<file path="src/design/assert_macros.svh">
// Assertion macros shared by the splitter RTL.
// Every user must have i_clk and i_rst_n in scope.
`ifndef ASSERT_MACROS_SVH
`define ASSERT_MACROS_SVH

// Antecedent holds -> consequent holds in the same cycle.
`define MFS_ASSERT_SAME(lbl, ante, cons, msg) \
    lbl: assert property (@(posedge i_clk) disable iff (!i_rst_n) (ante) |-> (cons)) \
        else $error(msg);

// Antecedent holds -> consequent holds in the next cycle.
`define MFS_ASSERT_NEXT(lbl, ante, cons, msg) \
    lbl: assert property (@(posedge i_clk) disable iff (!i_rst_n) (ante) |=> (cons)) \
        else $error(msg);

`endif

</file>
<file path="src/design/mfs_pkg.sv">
// Shared types and constants for the message frame splitter.
// No dependencies; used by every module of the block.
package mfs_pkg;

    localparam int SID_LIMIT   = 64;
    localparam int EVENT_LIMIT = 512;
    localparam int META_LIMIT  = 4096;

    localparam int CNT_W = 13;

    localparam logic [CNT_W-1:0] SID_LAST   = CNT_W'(SID_LIMIT - 1);
    localparam logic [CNT_W-1:0] EVENT_LAST = CNT_W'(EVENT_LIMIT - 1);
    localparam logic [CNT_W-1:0] META_LAST  = CNT_W'(META_LIMIT - 1);

    localparam logic [7:0] BYTE_NUL = 8'h00;
    localparam logic [7:0] BYTE_LF  = 8'h0A;

    localparam logic [31:0] PING_RESET = 32'd1;
    localparam logic [31:0] PONG_RESET = 32'd2;

    // register indexes of the configuration port
    localparam logic REG_PING = 1'b0;
    localparam logic REG_PONG = 1'b1;

    typedef enum logic [2:0] {
        TAG_LENGTH  = 3'd0,
        TAG_FLAG    = 3'd1,
        TAG_SID     = 3'd2,
        TAG_EVENT   = 3'd3,
        TAG_META    = 3'd4,
        TAG_DATA    = 3'd5,
        TAG_IGNORED = 3'd6
    } t_tag;

    typedef struct packed {
        logic [31:0] ping;
        logic [31:0] pong;
    } t_codes;

    typedef struct packed {
        logic [7:0]  data;
        t_tag        tag;
        logic        delim;
        logic [31:0] flag;
        logic        flag_valid;
        logic        heartbeat;
        logic        overrun;
        logic        last;
    } t_result;

    // last count value before a field hits its search limit
    function automatic logic [CNT_W-1:0] limit_last(input logic [1:0] fidx);
        logic [CNT_W-1:0] v;
        case (fidx)
            2'd0:    v = SID_LAST;
            2'd1:    v = EVENT_LAST;
            default: v = META_LAST;
        endcase
        return v;
    endfunction

endpackage

</file>
<file path="src/design/message_frame_splitter.sv">
// Top level of the message frame splitter: input register, tagger, result register.
// Depends on mfs_pkg, mfs_cfg_regs and mfs_tagger.
//
//  channel  | direction | tdata                          | tuser          | tlast
//  s        | in        | in_byte                        | -              | last_byte
//  m        | out       | out_byte..overrun (see port)   | tag, delimiter | end_of_frame
//  cfg      | in        | write: index 0 ping, 1 pong    | -              | -
//
// One request per cycle sustained while m does not stall; an accepted byte passes from the
// input register through the tagger into the result register.
// Parse state advances when a byte moves from input to result register.
// A stall on m holds both registers; s stays ready while the input register is free.
// Reset clears parse state and loads ping 1, pong 2; no clearing pass.
module message_frame_splitter (
    input  logic        i_clk,
    input  logic        i_rst_n,
    input  logic        i_s_axis_tvalid,
    output logic        o_s_axis_tready,
    input  logic [7:0]  i_s_axis_tdata,   // [7:0] in_byte
    input  logic        i_s_axis_tlast,
    output logic        o_m_axis_tvalid,
    input  logic        i_m_axis_tready,
    output logic [47:0] o_m_axis_tdata,   // [7:0] out_byte, [39:8] flag_value,
                                          // [40] flag_valid, [41] is_heartbeat,
                                          // [42] overrun, [47:43] zero
    output logic [3:0]  o_m_axis_tuser,   // [2:0] field_tag, [3] is_delimiter
    output logic        o_m_axis_tlast,
    input  logic        i_cfg_we,
    input  logic        i_cfg_idx,
    input  logic [31:0] i_cfg_data
);

    logic               r_in_valid;
    logic [7:0]         r_in_byte;
    logic               r_in_last;
    logic               r_out_valid;
    mfs_pkg::t_result   r_out;
    mfs_pkg::t_result   res;
    mfs_pkg::t_codes    codes;
    logic               advance;
    logic               take;
    logic               accept;

    assign advance = !r_out_valid || i_m_axis_tready;
    assign take    = r_in_valid && advance;
    assign o_s_axis_tready = !r_in_valid || advance;
    assign accept  = i_s_axis_tvalid && o_s_axis_tready;

    mfs_cfg_regs u_cfg (
        .i_clk   (i_clk),
        .i_rst_n (i_rst_n),
        .i_we    (i_cfg_we),
        .i_idx   (i_cfg_idx),
        .i_data  (i_cfg_data),
        .o_codes (codes)
    );

    mfs_tagger u_tagger (
        .i_clk   (i_clk),
        .i_rst_n (i_rst_n),
        .i_step  (take),
        .i_byte  (r_in_byte),
        .i_last  (r_in_last),
        .i_codes (codes),
        .o_res   (res)
    );

    always_ff @(posedge i_clk) begin
        if (!i_rst_n) begin
            r_in_valid <= 1'b0;
        end else if (accept) begin
            r_in_valid <= 1'b1;
        end else if (take) begin
            r_in_valid <= 1'b0;
        end
    end

    always_ff @(posedge i_clk) begin
        if (accept) begin
            r_in_byte <= i_s_axis_tdata;
            r_in_last <= i_s_axis_tlast;
        end
    end

    always_ff @(posedge i_clk) begin
        if (!i_rst_n) begin
            r_out_valid <= 1'b0;
        end else if (advance) begin
            r_out_valid <= r_in_valid;
        end
    end

    always_ff @(posedge i_clk) begin
        if (take) begin
            r_out <= res;
        end
    end

    assign o_m_axis_tvalid = r_out_valid;
    assign o_m_axis_tdata  = {5'd0, r_out.overrun, r_out.heartbeat, r_out.flag_valid,
                              r_out.flag, r_out.data};
    assign o_m_axis_tuser  = {r_out.delim, r_out.tag};
    assign o_m_axis_tlast  = r_out.last;

endmodule

</file>
<file path="src/design/mfs_cfg_regs.sv">
// Ping/pong code registers of the splitter.
// Depends on mfs_pkg.
module mfs_cfg_regs (
    input  logic                i_clk,
    input  logic                i_rst_n,
    input  logic                i_we,
    input  logic                i_idx,
    input  logic [31:0]         i_data,
    output mfs_pkg::t_codes     o_codes
);

    logic [31:0] r_ping;
    logic [31:0] r_pong;

    always_ff @(posedge i_clk) begin
        if (!i_rst_n) begin
            r_ping <= mfs_pkg::PING_RESET;
            r_pong <= mfs_pkg::PONG_RESET;
        end else if (i_we) begin
            unique case (i_idx)
                mfs_pkg::REG_PING: r_ping <= i_data;
                mfs_pkg::REG_PONG: r_pong <= i_data;
                default: ;
            endcase
        end
    end

    assign o_codes.ping = r_ping;
    assign o_codes.pong = r_pong;

endmodule

</file>
<file path="src/design/mfs_tagger.sv">
// Per-frame parse state and byte tagging logic.
// Depends on mfs_pkg and assert_macros.svh.
`include "assert_macros.svh"

module mfs_tagger (
    input  logic                i_clk,
    input  logic                i_rst_n,
    input  logic                i_step,
    input  logic [7:0]          i_byte,
    input  logic                i_last,
    input  mfs_pkg::t_codes     i_codes,
    output mfs_pkg::t_result    o_res
);

    logic [3:0]                 r_hc, n_hc;
    logic [1:0]                 r_fidx, n_fidx;
    logic [mfs_pkg::CNT_W-1:0]  r_cnt, n_cnt;
    logic                       r_nl, n_nl;
    logic [31:0]                r_flag, n_flag;
    logic                       r_hb, n_hb;
    logic                       r_ovr, n_ovr;
    mfs_pkg::t_tag              tag;
    logic                       delim;

    always_comb begin
        n_hc   = r_hc;
        n_fidx = r_fidx;
        n_cnt  = r_cnt;
        n_nl   = r_nl;
        n_flag = r_flag;
        n_hb   = r_hb;
        n_ovr  = r_ovr;
        tag    = mfs_pkg::TAG_IGNORED;
        delim  = 1'b0;
        if (!r_hc[3] && !r_hc[2]) begin
            tag  = mfs_pkg::TAG_LENGTH;
            n_hc = r_hc + 4'd1;
        end else if (!r_hc[3]) begin
            tag    = mfs_pkg::TAG_FLAG;
            n_flag = {r_flag[23:0], i_byte};
            n_hc   = r_hc + 4'd1;
            if (n_hc[3])
                n_hb = (n_flag == i_codes.ping) || (n_flag == i_codes.pong);
        end else if (r_hb) begin
            tag = mfs_pkg::TAG_IGNORED;
        end else if (r_nl && i_byte == mfs_pkg::BYTE_LF) begin
            // newline after a zero still belongs to the field just closed
            n_nl  = 1'b0;
            tag   = mfs_pkg::t_tag'(3'(mfs_pkg::TAG_SID) + 3'(r_fidx) - 3'd1);
            delim = 1'b1;
        end else begin
            n_nl = 1'b0;
            if (r_fidx == 2'd3) begin
                tag = mfs_pkg::TAG_DATA;
            end else begin
                tag = mfs_pkg::t_tag'(3'(mfs_pkg::TAG_SID) + 3'(r_fidx));
                if (i_byte == mfs_pkg::BYTE_NUL) begin
                    delim  = 1'b1;
                    n_nl   = 1'b1;
                    n_fidx = r_fidx + 2'd1;
                    n_cnt  = '0;
                end else if (r_cnt >= mfs_pkg::limit_last(r_fidx)) begin
                    n_ovr  = 1'b1;
                    n_fidx = r_fidx + 2'd1;
                    n_cnt  = '0;
                end else begin
                    n_cnt = r_cnt + 1'b1;
                end
            end
        end
    end

    always_ff @(posedge i_clk) begin
        if (!i_rst_n || (i_step && i_last)) begin
            r_hc   <= '0;
            r_fidx <= '0;
            r_cnt  <= '0;
            r_nl   <= 1'b0;
            r_flag <= '0;
            r_hb   <= 1'b0;
            r_ovr  <= 1'b0;
        end else if (i_step) begin
            r_hc   <= n_hc;
            r_fidx <= n_fidx;
            r_cnt  <= n_cnt;
            r_nl   <= n_nl;
            r_flag <= n_flag;
            r_hb   <= n_hb;
            r_ovr  <= n_ovr;
        end
    end

    assign o_res.data       = i_byte;
    assign o_res.tag        = tag;
    assign o_res.delim      = delim;
    assign o_res.flag       = n_flag;
    assign o_res.flag_valid = n_hc[3];
    assign o_res.heartbeat  = n_hb;
    assign o_res.overrun    = n_ovr;
    assign o_res.last       = i_last;

    `MFS_ASSERT_SAME(a_delim_in_field, o_res.delim,
        o_res.tag == mfs_pkg::TAG_SID || o_res.tag == mfs_pkg::TAG_EVENT ||
        o_res.tag == mfs_pkg::TAG_META, "delimiter outside sid/event/meta")
    `MFS_ASSERT_NEXT(a_frame_clear, i_step && i_last,
        r_hc == 4'd0 && r_fidx == 2'd0 && !r_ovr, "state not cleared after last byte")
    `MFS_ASSERT_SAME(a_hb_after_flag, r_hb, r_hc == 4'd8, "heartbeat before flag complete")
    `MFS_ASSERT_SAME(a_ovr_moves_field, r_ovr, r_fidx != 2'd0, "overrun without field advance")

endmodule
</file>
<file path="config.mk">
export PLATFORM = sky130hd
export DESIGN_NAME = message_frame_splitter
export DESIGN_NICKNAME = d
export VERILOG_FILES = /design/src/design/mfs_pkg.sv /design/src/design/message_frame_splitter.sv /design/src/design/mfs_cfg_regs.sv /design/src/design/mfs_tagger.sv
export VERILOG_INCLUDE_DIRS = /design/src /design/src/design
export SDC_FILE = /design/constraint.sdc
export NUM_CORES = 1
export LEC_CHECK = 0
export BUFFER_PORTS_ARGS = -buffer_cell sky130_fd_sc_hd__buf_2
export CORE_ASPECT_RATIO = 1.75
export CORE_MARGIN = 10
export CORE_UTILIZATION = 50
export CTS_BUF_LIST = sky130_fd_sc_hd__clkbuf_4
export DETAILED_ROUTE_END_ITERATION = 12
export HOLD_SLACK_MARGIN = 0.08
export PLACE_DENSITY = 0.78
export SYNTH_ARGS = -nofsm -noshare
export SYNTH_HDL_FRONTEND = slang
export SYNTH_SLANG_ARGS = --single-unit
</file>
<file path="constraint.sdc">
create_clock -name i_clk -period 3.9 [get_ports i_clk]
set_input_delay 0.78 -clock i_clk [delete_from_list [all_inputs] [get_ports i_clk]]
set_output_delay 0.78 -clock i_clk [all_outputs]
set_load 0.05 [all_outputs]
</file>
==> results of run 1 <==
==> critical path, cell delays in order (launching register included) <==
cell      delay, ns
dfxtp_1        0.39
ha_1           0.28
nor3b_2        0.26
nand3_2        0.39
nor2_4         0.25
a21boi_4       0.56
mux2i_1        0.24
==> cell usage after synthesis, types with 9 or more instances <==
| master | n | share of area |
|---|---|---|
| ha_1 | 9 | 0.014 |
| nand4_1 | 19 | 0.015 |
| mux2_2 | 32 | 0.046 |
| dfxtp_1 | 120 | 0.31 |
| edfxtp_1 | 57 | 0.22 |
| nor3_2 | 12 | 0.015 |
| a21boi_0 | 64 | 0.061 |
| nor2_1 | 78 | 0.037 |
| nor3_1 | 39 | 0.025 |
| clkbuf_1 | 27 | 0.013 |
| xnor2_1 | 76 | 0.085 |
| nand2_1 | 148 | 0.071 |
==> cells by family after synthesis <==
family                     synth area share
and+or+nand+nor                       0.205
muxes                                0.0499
DFF                                   0.526
adders and majority gates            0.0144
AOI/OAI and AO/OA                    0.0854
xor gates and xnor gates             0.0862
other                              0.000479
buffers and inverters                0.0333
==> sequential cells by signal, summed over array words and instances, names as in the netlist <==
| register | cells |
|---|---|
| u_tagger.r_fidx | 2 |
| u_tagger.r_hc | 4 |
| u_tagger.r_flag | 32 |
| u_tagger.r_cnt | 13 |
| u_tagger.r_nl | 1 |
| r_in_byte | 8 |
| u_cfg.r_pong | 32 |
| u_tagger.r_hb | 1 |
| r_in_valid | 1 |
| r_in_last | 1 |
| o_m_axis_tvalid | 1 |
| u_cfg.r_ping | 32 |
| u_tagger.r_ovr | 1 |
| o_m_axis_tdata | 43 |
| o_m_axis_tuser | 4 |
| o_m_axis_tlast | 1 |
==> routing by layer <==
| layer | part of all wire | global-route usage | wire [um] | up-vias |
|---|---|---|---|---|
| li1 | - | - | - | 2797 |
| met1 | 0.38 | 0.191 | 6890 | 2635 |
| met2 | 0.54 | 0.302 | 9870 | 144 |
| met3 | 0.048 | 0.0342 | 881 | 33 |
| met4 | 0.032 | 0.0830 | 587 | 0 |
| met5 | 0 | 0 | 0 | - |
==> metrics by stage <==
stage           util  setup WS [ns]  power (mW)  instances
2_1_floorplan      -          0.754        2.41        779
3_3_place_gp   0.545           1.44        2.54       1023
3_5_place_dp   0.545           1.38        2.55       1023
4_1_cts        0.567           1.48        3.70       1055
5_1_grt        0.567           1.30        3.81       1056
6_report       0.567           1.47        3.67       1056
==> area by class of cell <==
cell class | count | area share
sequential | 177 | 0.472
multi-input combinational | 549 | 0.398
timing repair buffer | 104 | 0.0620
tap | 186 | 0.0267
clock inverter | 14 | 0.0231
clock buffer | 18 | 0.0155
inverter | 7 | 0.00301
antenna | 1 | 0.000287
==> worst paths after layout <==
check,slack [ns],end,startpoint,cells past startpoint
max,1.47,u_tagger.r_fidx[0]$_SDFFE_PP0P_,u_tagger.r_fidx[0]$_SDFFE_PP0P_,6
min,0.38,r_in_byte[1]$_DFFE_PP_,i_s_axis_tdata[1],1
max reg2reg,1.47,u_tagger.r_fidx[0]$_SDFFE_PP0P_,u_tagger.r_fidx[0]$_SDFFE_PP0P_,6
min reg2reg,0.49,u_cfg.r_ping[15]$_SDFFE_PN0P_,u_cfg.r_ping[15]$_SDFFE_PN0P_,2
==> power by group <==
part	switching [mW]	internal [mW]
combinational	0.281	0.157
sequential	0.0759	1.99
clock	0.641	0.528
==> Flow_metrics.wiki, run 1 <==
{| class="wikitable"
! Metric !! Value
|-
| Result of the run || finished clean
|-
| Main synth FF type || dfxtp_1
|-
| Number of gates given a new drive strength after cts || 0
|-
| Ratio of final minimum period to clock period || 0.622
|-
| Clock tree from TritonCTS || done
|-
| Library cell used as clock root buffer || clkbuf_4
|-
| Setup repair after global routing missed its margin || no
|-
| Antenna violations before repair || 1
|-
| CTS HTree Levels || 4
|-
| Drt via density || 5.31
|-
| Multi-input gate area || 3470 um^2
|-
| Clock latency on the worst-skew pair || 0.56 ns
|-
| Routability congestion estimate from global placement || 0.815
|-
| Number of buffers created by CTS || 17
|-
| Total Routing Usage GR || 0.172
|-
| Category of the worst setup path capture point || flip-flop
|-
| Proportion of register bits with asynchronous set or reset after synthesis || 0
|-
| Via count || 5609
|-
| Clock transition at the register clock pins on the worst setup and hold paths after CTS || 0.16 ns
|-
| Combined flip-flop and latch cell area || 4110 um^2
|-
| Num Clock Sinks || 177
|-
| CP Data Arrival Time || 2.94 ns
|-
| Timing-limited maximum frequency || 412 MHz
|-
| DRT iter0 DRCs || 316
|-
| Post-Place Cell Area || 8380 um^2
|-
| Layout cells sized above 1 || 0.222
|-
| Post-synthesis instance area || 7830 um^2
|-
| Y dimension of the die || 186 um
|-
| Worst Setup Start Kind || flip-flop
|-
| Highest-count cells in the layout ignoring fill and taps || nand2_1, dfxtp_1, buf_2, nor2_1, xnor2_1
|-
| Number of buffers inserted by post-CTS setup repair || 0
|-
| DRC violation count after routing || 0
|-
| Remaining Overflow, GRT || 0
|-
| Mapped Avg Cell Area || 10.1 um^2
|-
| Number of nets in the final layout || 912
|-
| Number of fill cells || 1341
|-
| Final antenna-violating net count || 0
|-
| Setup Skew || 0.0207 ns
|-
| Final sum of negative setup slack || 0 ns
|-
| PortBufs || 96
|-
| Number of global-route vias before repair || 5583
|-
| Pin count of the biggest net entering global routing || 67
|-
| Core Footprint || 15400 um^2
|-
| Post-Layout Inst Area || 8720 um^2
|-
| First-pass GRT wire length || 29000 um
|-
| Width of the die || 115 um
|-
| Router iterations before antenna repair || 5
|-
| Hold Fails Final Rpt || 0
|-
| Leading cell type in the layout, fill and taps excluded || nand2_1
|-
| WP data required || 4.41 ns
|-
| Power per cell area || 421 nW/um^2
|-
| Leakage || 3.18 nW
|-
| Total number of yosys warnings || 0
|-
| Minimum hold slack || 0.383 ns
|-
| Final number of setup-violating endpoints || 0
|-
| Area grow syn2layout || 11.4%
|-
| Max-slew headroom at the worst pin || 0.208
|-
| Maximum VDD drop || 0.202 mV
|-
| Actual slew at the worst max-slew pin || 1.19 ns
|-
| Number of core rows || 60
|-
| Number of enable flip-flop cells after synthesis || 57
|-
| Final period demand of the worst path || 2.43 ns
|-
| Crit path max fanout || 15
|-
| Detail-routed net length per standard cell || 17.3 um
|-
| Max-capacitance violation count || 0
|-
| Die ar. || 21300 um^2
|-
| Clk buf depth || 2
|-
| Number of different library cells in the post-synthesis netlist || 54
|-
| Total Routed Length || 18200 um
|-
| Number of instances in the synthesized netlist || 775
|-
| Starting utilization of the core area || 0.509
|-
| Class of the most critical hold timing path || in -> reg
|-
| Max-slew violation count || 0
|-
| Number of primary I/O pins || 102
|-
| Number of storage elements in the synthesis netlist || 177
|-
| Number of buffers inserted by hold repair at cts || 0
|-
| Sequential-to-total area share from yosys stat || 0.526
|-
| Type of the setup path with the least slack || reg -> reg
|-
| Detail Placement HPWL || 13200 um
|}
(Power assumes the default switching activity.)
==> inputs of run 2 (changes only) <==
==> constraint.sdc (replaced) <==
create_clock -name i_clk -period 2.4 [get_ports i_clk]
set_input_delay 0.48 -clock i_clk [delete_from_list [all_inputs] [get_ports i_clk]]
set_output_delay 0.48 -clock i_clk [all_outputs]
set_load 0.05 [all_outputs]
==> run 2 against run 1 <==
Against the previous run: power grew 61%; flip-flop and latch count is the same; hold slack lost 0.25 ns; worst setup slack lost 1.2 ns; critical path type unchanged; critical endpoint is now u_tagger.r_cnt[1]$_SDFFE_PP0P_; largest cell class unchanged; largest power group unchanged; highest routed layer unchanged.
==> Flow_metrics.wiki, run 2 (synthesized netlist as in run 1, its figures left out) <==
{| class="wikitable"
! Metric !! Value
|-
| Number of buffers inserted by post-CTS setup repair || 0
|-
| Clock latency on the worst-skew pair || 0.56 ns
|-
| Detail-routed net length per standard cell || 18.0 um
|-
| Sum of buffers and inverters on the critical path || 2
|-
| Total Routed Length || 19300 um
|-
| Max-slew headroom at the worst pin || 0.640
|-
| WP data required || 2.85 ns
|-
| Setup repair after global routing missed its margin || no
|-
| Clock tree from TritonCTS || done
|-
| Die ar. || 21300 um^2
|-
| Number of global-route vias before repair || 5945
|-
| Router iterations before antenna repair || 5
|-
| Layout cells sized above 1 || 0.227
|-
| Clk buf depth || 2
|-
| Remaining Overflow, GRT || 0
|-
| Pin count of the biggest net entering global routing || 65
|-
| Clock Power Share || 0.304
|-
| Leakage || 3.24 nW
|-
| Design internal power || 4.24 mW
|-
| Result of the run || finished clean
|-
| Number of core rows || 60
|-
| Timing-limited maximum frequency || 479 MHz
|-
| Sequential group share of total power || 0.569
|-
| Width of the die || 115 um
|-
| Actual slew at the worst max-slew pin || 0.540 ns
|-
| CP peak stage delay || 0.40 ns
|-
| Slowest cell on the critical path || dfxtp_1
|-
| Crit path cell chain || inv_1 -> ha_1 -> and4b_1 -> o2111ai_1 -> and3_1 -> a21boi_4 -> buf_12 -> nor3_1
|-
| Max-slew violation count || 0
|-
| Flip-flop count of the largest register, all copies and words added || 43
|-
| Antenna violations before repair || 1
|-
| Library cell used as clock root buffer || clkbuf_4
|-
| DRC violation count after routing || 0
|-
| Final number of setup-violating endpoints || 0
|-
| Switch share || 0.281
|-
| DRT iter0 DRCs || 225
|-
| Post-Layout Cell Count || 1070
|-
| Detail Placement HPWL || 14000 um
|-
| Clock transition at the register clock pins on the worst setup and hold paths after CTS || 0.15 ns
|-
| First-pass GRT wire length || 30900 um
|-
| Power per cell area || 666 nW/um^2
|-
| Worst Setup Start Kind || flip-flop
|-
| Relative contribution of combinational cells to total power || 0.127
|-
| Leading cell type in the layout, fill and taps excluded || nand2_1
|-
| Number of nets in the final layout || 927
|-
| PnR Total Power || 5.91 mW
|-
| Number of placed instances, taps included || 1030
|-
| Type of the setup path with the least slack || reg -> reg
|-
| PortBufs || 96
|-
| Setup Skew || 0.0165 ns
|-
| Starting utilization of the core area || 0.509
|-
| Via count || 5888
|-
| Category of the worst setup path capture point || flip-flop
|-
| Number of gates given a new drive strength after cts || 0
|-
| Ratio of final minimum period to clock period || 0.870
|-
| Number of primary I/O pins || 102
|-
| Total Routing Usage GR || 0.184
|-
| Final antenna-violating net count || 0
|-
| Net switching power of the design || 1.66 mW
|-
| Hold Fails Final Rpt || 0
|-
| Final sum of negative setup slack || 0 ns
|-
| Area grow syn2layout || 13.3%
|-
| CTS HTree Levels || 4
|-
| Max-capacitance violation count || 0
|-
| Crit path max fanout || 8
|-
| Minimum hold slack || 0.138 ns
|-
| Top Family by Delay on Critical Path || simple AND/OR/NAND/NOR gates
|-
| CP Data Arrival Time || 2.54 ns
|-
| Number of buffers inserted by hold repair at cts || 6
|-
| Drt via density || 5.50
|-
| Class of the most critical hold timing path || in -> reg
|-
| Routability congestion estimate from global placement || 0.933
|-
| Number of buffers created by CTS || 17
|-
| Maximum VDD drop || 0.351 mV
|-
| Final period demand of the worst path || 2.09 ns
|-
| Y dimension of the die || 186 um
|-
| Num Clock Sinks || 177
|-
| Core Footprint || 15400 um^2
|-
| Highest-count cells in the layout ignoring fill and taps || nand2_1, dfxtp_1, buf_2, nor2_1, xnor2_1
|}
## run 2: changes by cell type in the layout (fill, tap and decap cells not counted), sizes merged
| cell | change |
|---|---|
| dlygate4sd3 | +8 |
| buf | +7 |
| clkinvlp | +2 |
| bufinv | -1 |
| clkbuf | -1 |
| inv | -1 |
## run 2: worst paths after layout
check	start	endpoint	slack, ns	depth (start not counted)
worst max-delay path	u_tagger.r_fidx[1]$_SDFFE_PP0P_	u_tagger.r_cnt[1]$_SDFFE_PP0P_	0.31	8
worst min register to register	u_cfg.r_ping[31]$_SDFFE_PN0P_	u_cfg.r_ping[31]$_SDFFE_PN0P_	0.49	2
worst min-delay path	i_s_axis_tdata[4]	r_in_byte[4]$_DFFE_PP_	0.14	1
worst max register to register	u_tagger.r_fidx[1]$_SDFFE_PP0P_	u_tagger.r_cnt[1]$_SDFFE_PP0P_	0.31	8
## run 2: final cells by class
cell class | instances | area, um^2
fill | 1340 | 6530
sequential | 177 | 4110
multi-input combinational | 549 | 3470
timing repair buffer | 119 | 711
tap | 186 | 233
clock inverter | 14 | 180
clock buffer | 17 | 128
inverter | 7 | 26.3
antenna | 1 | 2.50
## run 2: worst register-to-register path, stage by stage, from the launching register on
cell       delay [ns]
dfxtp_1          0.40
inv_1            0.13
ha_1             0.31
and4b_1          0.22
o2111ai_1        0.10
and3_1           0.23
a21boi_4         0.36
buf_12           0.18
nor3_1           0.05
## run 2: per-stage QoR
stage               worst slack, ns  utilization  cell area (um^2)
finish                        0.312        0.576              8860
global route                  0.164        0.576              8860
floorplan                     0.143            -              7850
CTS                           0.324        0.574              8840
detailed placement            0.346        0.551              8470
global placement              0.383        0.551              8470
## run 2: layer usage
layer	global-route usage	part of all wire
met2	0.323	0.53
met1	0.204	0.39
met3	0.0335	0.043
met5	0	0
met4	0.102	0.044
## run 2: power by group through the flow
| stage | logic [mW] | clock network [mW] | registers (mW) |
|---|---|---|---|
| floorplan | 0.403 | 0 | 3.51 |
| global placement | 0.727 | 0 | 3.42 |
| detailed placement | 0.738 | 0 | 3.42 |
| CTS | 0.749 | 1.82 | 3.36 |
| global route | 0.815 | 1.96 | 3.38 |
| finish | 0.752 | 1.79 | 3.36 |
==> inputs of run 3 (changes only) <==
--- a/config.mk
+++ b/config.mk
@@ -7,7 +7,6 @@
 export NUM_CORES = 1
 export LEC_CHECK = 0
 export BUFFER_PORTS_ARGS = -buffer_cell sky130_fd_sc_hd__buf_2
-export CORE_ASPECT_RATIO = 1.75
 export CORE_MARGIN = 10
 export CORE_UTILIZATION = 50
 export CTS_BUF_LIST = sky130_fd_sc_hd__clkbuf_4
==> run 3 against run 2 <==
Against the previous run: worst setup slack worse by 0.12 ns; routed wire length down 3.7%; power up 0.23%; first-iteration DRC count rose to 2.5 times the previous value; critical path depth unchanged; sequential power about the same; hold slack worse by 0.015 ns; fmax down 5.3%; sequential share of layout area down 0.24 points; design area up 0.52%; die area down 0.93%; clock power about the same; critical endpoint is now u_tagger.r_cnt[12]$_SDFFE_PP0P_; largest cell class unchanged; largest power group unchanged.
==> Flow_metrics.wiki, run 3 (synthesized netlist as in run 1, its figures left out) <==
{| class="wikitable"
! Metric !! Value
|-
| Worst Setup Start Kind || flip-flop
|-
| Setup repair after global routing missed its margin || no
|-
| Routed met2 length || 8490 um
|-
| Met3 wire length || 1190 um
|-
| Number of gates given a new drive strength after cts || 0
|-
| Class of the most critical hold timing path || in -> reg
|-
| Max-slew violation count || 0
|-
| Total Routing Usage GR || 0.176
|-
| PortBufs || 96
|-
| Clk buf depth || 2
|-
| Result of the run || finished clean
|-
| Crit path cell chain || inv_1 -> ha_1 -> nor4b_1 -> o2111ai_1 -> and3_1 -> a21boi_4 -> buf_4 -> nor3_1
|-
| Final core utilization || 0.584
|-
| Reg-to-reg setup timing slack || 0.20 ns
|-
| Max-capacitance violation count || 0
|-
| Number of placed instances, taps included || 1057
|-
| Length in cells of the worst reg-to-reg path || 8
|-
| Category of the worst setup path capture point || flip-flop
|-
| Remaining Overflow, GRT || 0
|-
| Post-Place Cell Area || 8510 um^2
|-
| Number of primary I/O pins || 102
|-
| Cell depth of the worst min-delay path || 3
|-
| Maximum VDD drop || 0.302 mV
|-
| Clock latency on the worst-skew pair || 0.58 ns
|-
| Timing-limited maximum frequency || 454 MHz
|-
| CTS HTree Levels || 4
|-
| Reg-to-reg critical path startpoint || u_tagger.r_fidx[1]$_SDFFE_PP0P_
|-
| Layout cells sized above 1 || 0.228
|-
| DRC violation count after routing || 0
|-
| Total Routed Length || 18600 um
|-
| Core Footprint || 15300 um^2
|-
| Minimum hold slack || 0.123 ns
|-
| Crit path max fanout || 11
|-
| Antenna violations before repair || 1
|-
| Endpoint of the worst register-to-register path || u_tagger.r_cnt[12]$_SDFFE_PP0P_
|-
| Crit path from || u_tagger.r_fidx[1]$_SDFFE_PP0P_
|-
| Detail Placement HPWL || 13200 um
|-
| Setup Skew || 0.0260 ns
|-
| Worst setup slack after layout || 0.196 ns
|-
| Library cell used as clock root buffer || clkbuf_4
|-
| Max-slew headroom at the worst pin || 0.624
|-
| Final sum of negative setup slack || 0 ns
|-
| Num Clock Sinks || 177
|-
| Via count || 5839
|-
| Uppermost metal layer occupied by signal nets || met4
|-
| Die ar. || 21100 um^2
|-
| Router iterations before antenna repair || 5
|-
| Ratio of final minimum period to clock period || 0.919
|-
| Y dimension of the die || 145 um
|-
| Number of nets in the final layout || 930
|-
| Pin count of the biggest net entering global routing || 67
|-
| Leakage || 3.26 nW
|-
| First-pass GRT wire length || 30100 um
|-
| Clock transition at the register clock pins on the worst setup and hold paths after CTS || 0.15 ns
|-
| Number of global-route vias before repair || 5677
|-
| Number of buffers inserted by post-CTS setup repair || 0
|-
| Slowest cell on the critical path || dfxtp_1
|-
| Hold Fails Final Rpt || 0
|-
| Power per cell area || 664 nW/um^2
|-
| DRT iter0 DRCs || 569
|-
| Detail-routed net length per standard cell || 16.9 um
|-
| CP Data Arrival Time || 2.67 ns
|-
| Highest-count cells in the layout ignoring fill and taps || nand2_1, dfxtp_1, buf_2, nor2_1, xnor2_1
|-
| Number of buffers created by CTS || 17
|-
| CP peak stage delay || 0.37 ns
|-
| WP data required || 2.86 ns
|-
| Launch point of the worst hold path || i_s_axis_tvalid
|-
| End point of the worst hold path || r_in_valid$_SDFFE_PN0P_
|-
| Number of core rows || 45
|-
| Width of the die || 145 um
|-
| Flip-flop count of the largest register, all copies and words added || 43
|-
| Number of buffers inserted by hold repair at cts || 9
|-
| Placement-stage worst setup slack || 0.318 ns
|-
| Final period demand of the worst path || 2.20 ns
|-
| Post-Layout Inst Area || 8910 um^2
|-
| Post-route met1 wirelength || 8530 um
|-
| Clock tree from TritonCTS || done
|-
| Drt via density || 5.31
|-
| Actual slew at the worst max-slew pin || 0.563 ns
|-
| Area grow syn2layout || 13.8%
|-
| PnR Total Power || 5.92 mW
|-
| Routability congestion estimate from global placement || 0.910
|-
| Final antenna-violating net count || 0
|-
| Leading cell type in the layout, fill and taps excluded || nand2_1
|-
| Final number of setup-violating endpoints || 0
|-
| Starting utilization of the core area || 0.513
|-
| Type of the setup path with the least slack || reg -> reg
|-
| Post-Layout Cell Count || 1099
|}
[run 3: worst max-delay path, delay by kind of cell, from the launching register on]
family          cells  cell delay [ns]
buf+inv             2             0.45
compound gates      2             0.40
simple gates        3             0.63
fa+ha+maj           1             0.23
flops               1             0.37
[run 3: cell type report]
class	count	area, um^2
clock inverter	14	175
inverter	7	26.3
fill	1332	6350
clock buffer	18	135
tap	211	264
multi-input combinational	549	3470
antenna	1	2.50
sequential	177	4110
timing repair buffer	122	723
[run 3: routing by layer]
layer  track usage  vias up
li1              -     2836
met1         0.240     2766
met2         0.271      210
met3        0.0407       27
met4        0.0571        0
met5             0        -
[run 3: worst max-delay path by stage]
stage                                 endpoint  cells past startpoint  slack (ns)
6_report       u_tagger.r_cnt[12]$_SDFFE_PP0P_                      8        0.20
5_1_grt        u_tagger.r_cnt[12]$_SDFFE_PP0P_                      8        0.03
4_1_cts        u_tagger.r_cnt[12]$_SDFFE_PP0P_                      8        0.21
3_5_place_dp    u_tagger.r_cnt[0]$_SDFFE_PP0P_                      8        0.32
3_3_place_gp    u_tagger.r_cnt[1]$_SDFFE_PP0P_                      8        0.41
2_1_floorplan      u_tagger.r_ovr$_SDFFE_PP0P_                      5        0.14
[run 3: report_power, final]
| part | leakage [nW] | switching [mW] | internal (mW) | total [mW] |
|---|---|---|---|---|
| clock | 0.163 | 1.07 | 0.752 | 1.82 |
| combinational | 1.56 | 0.462 | 0.277 | 0.740 |
| sequential | 1.54 | 0.127 | 3.23 | 3.36 |
| total | 3.26 | 1.66 | 4.26 | 5.92 |
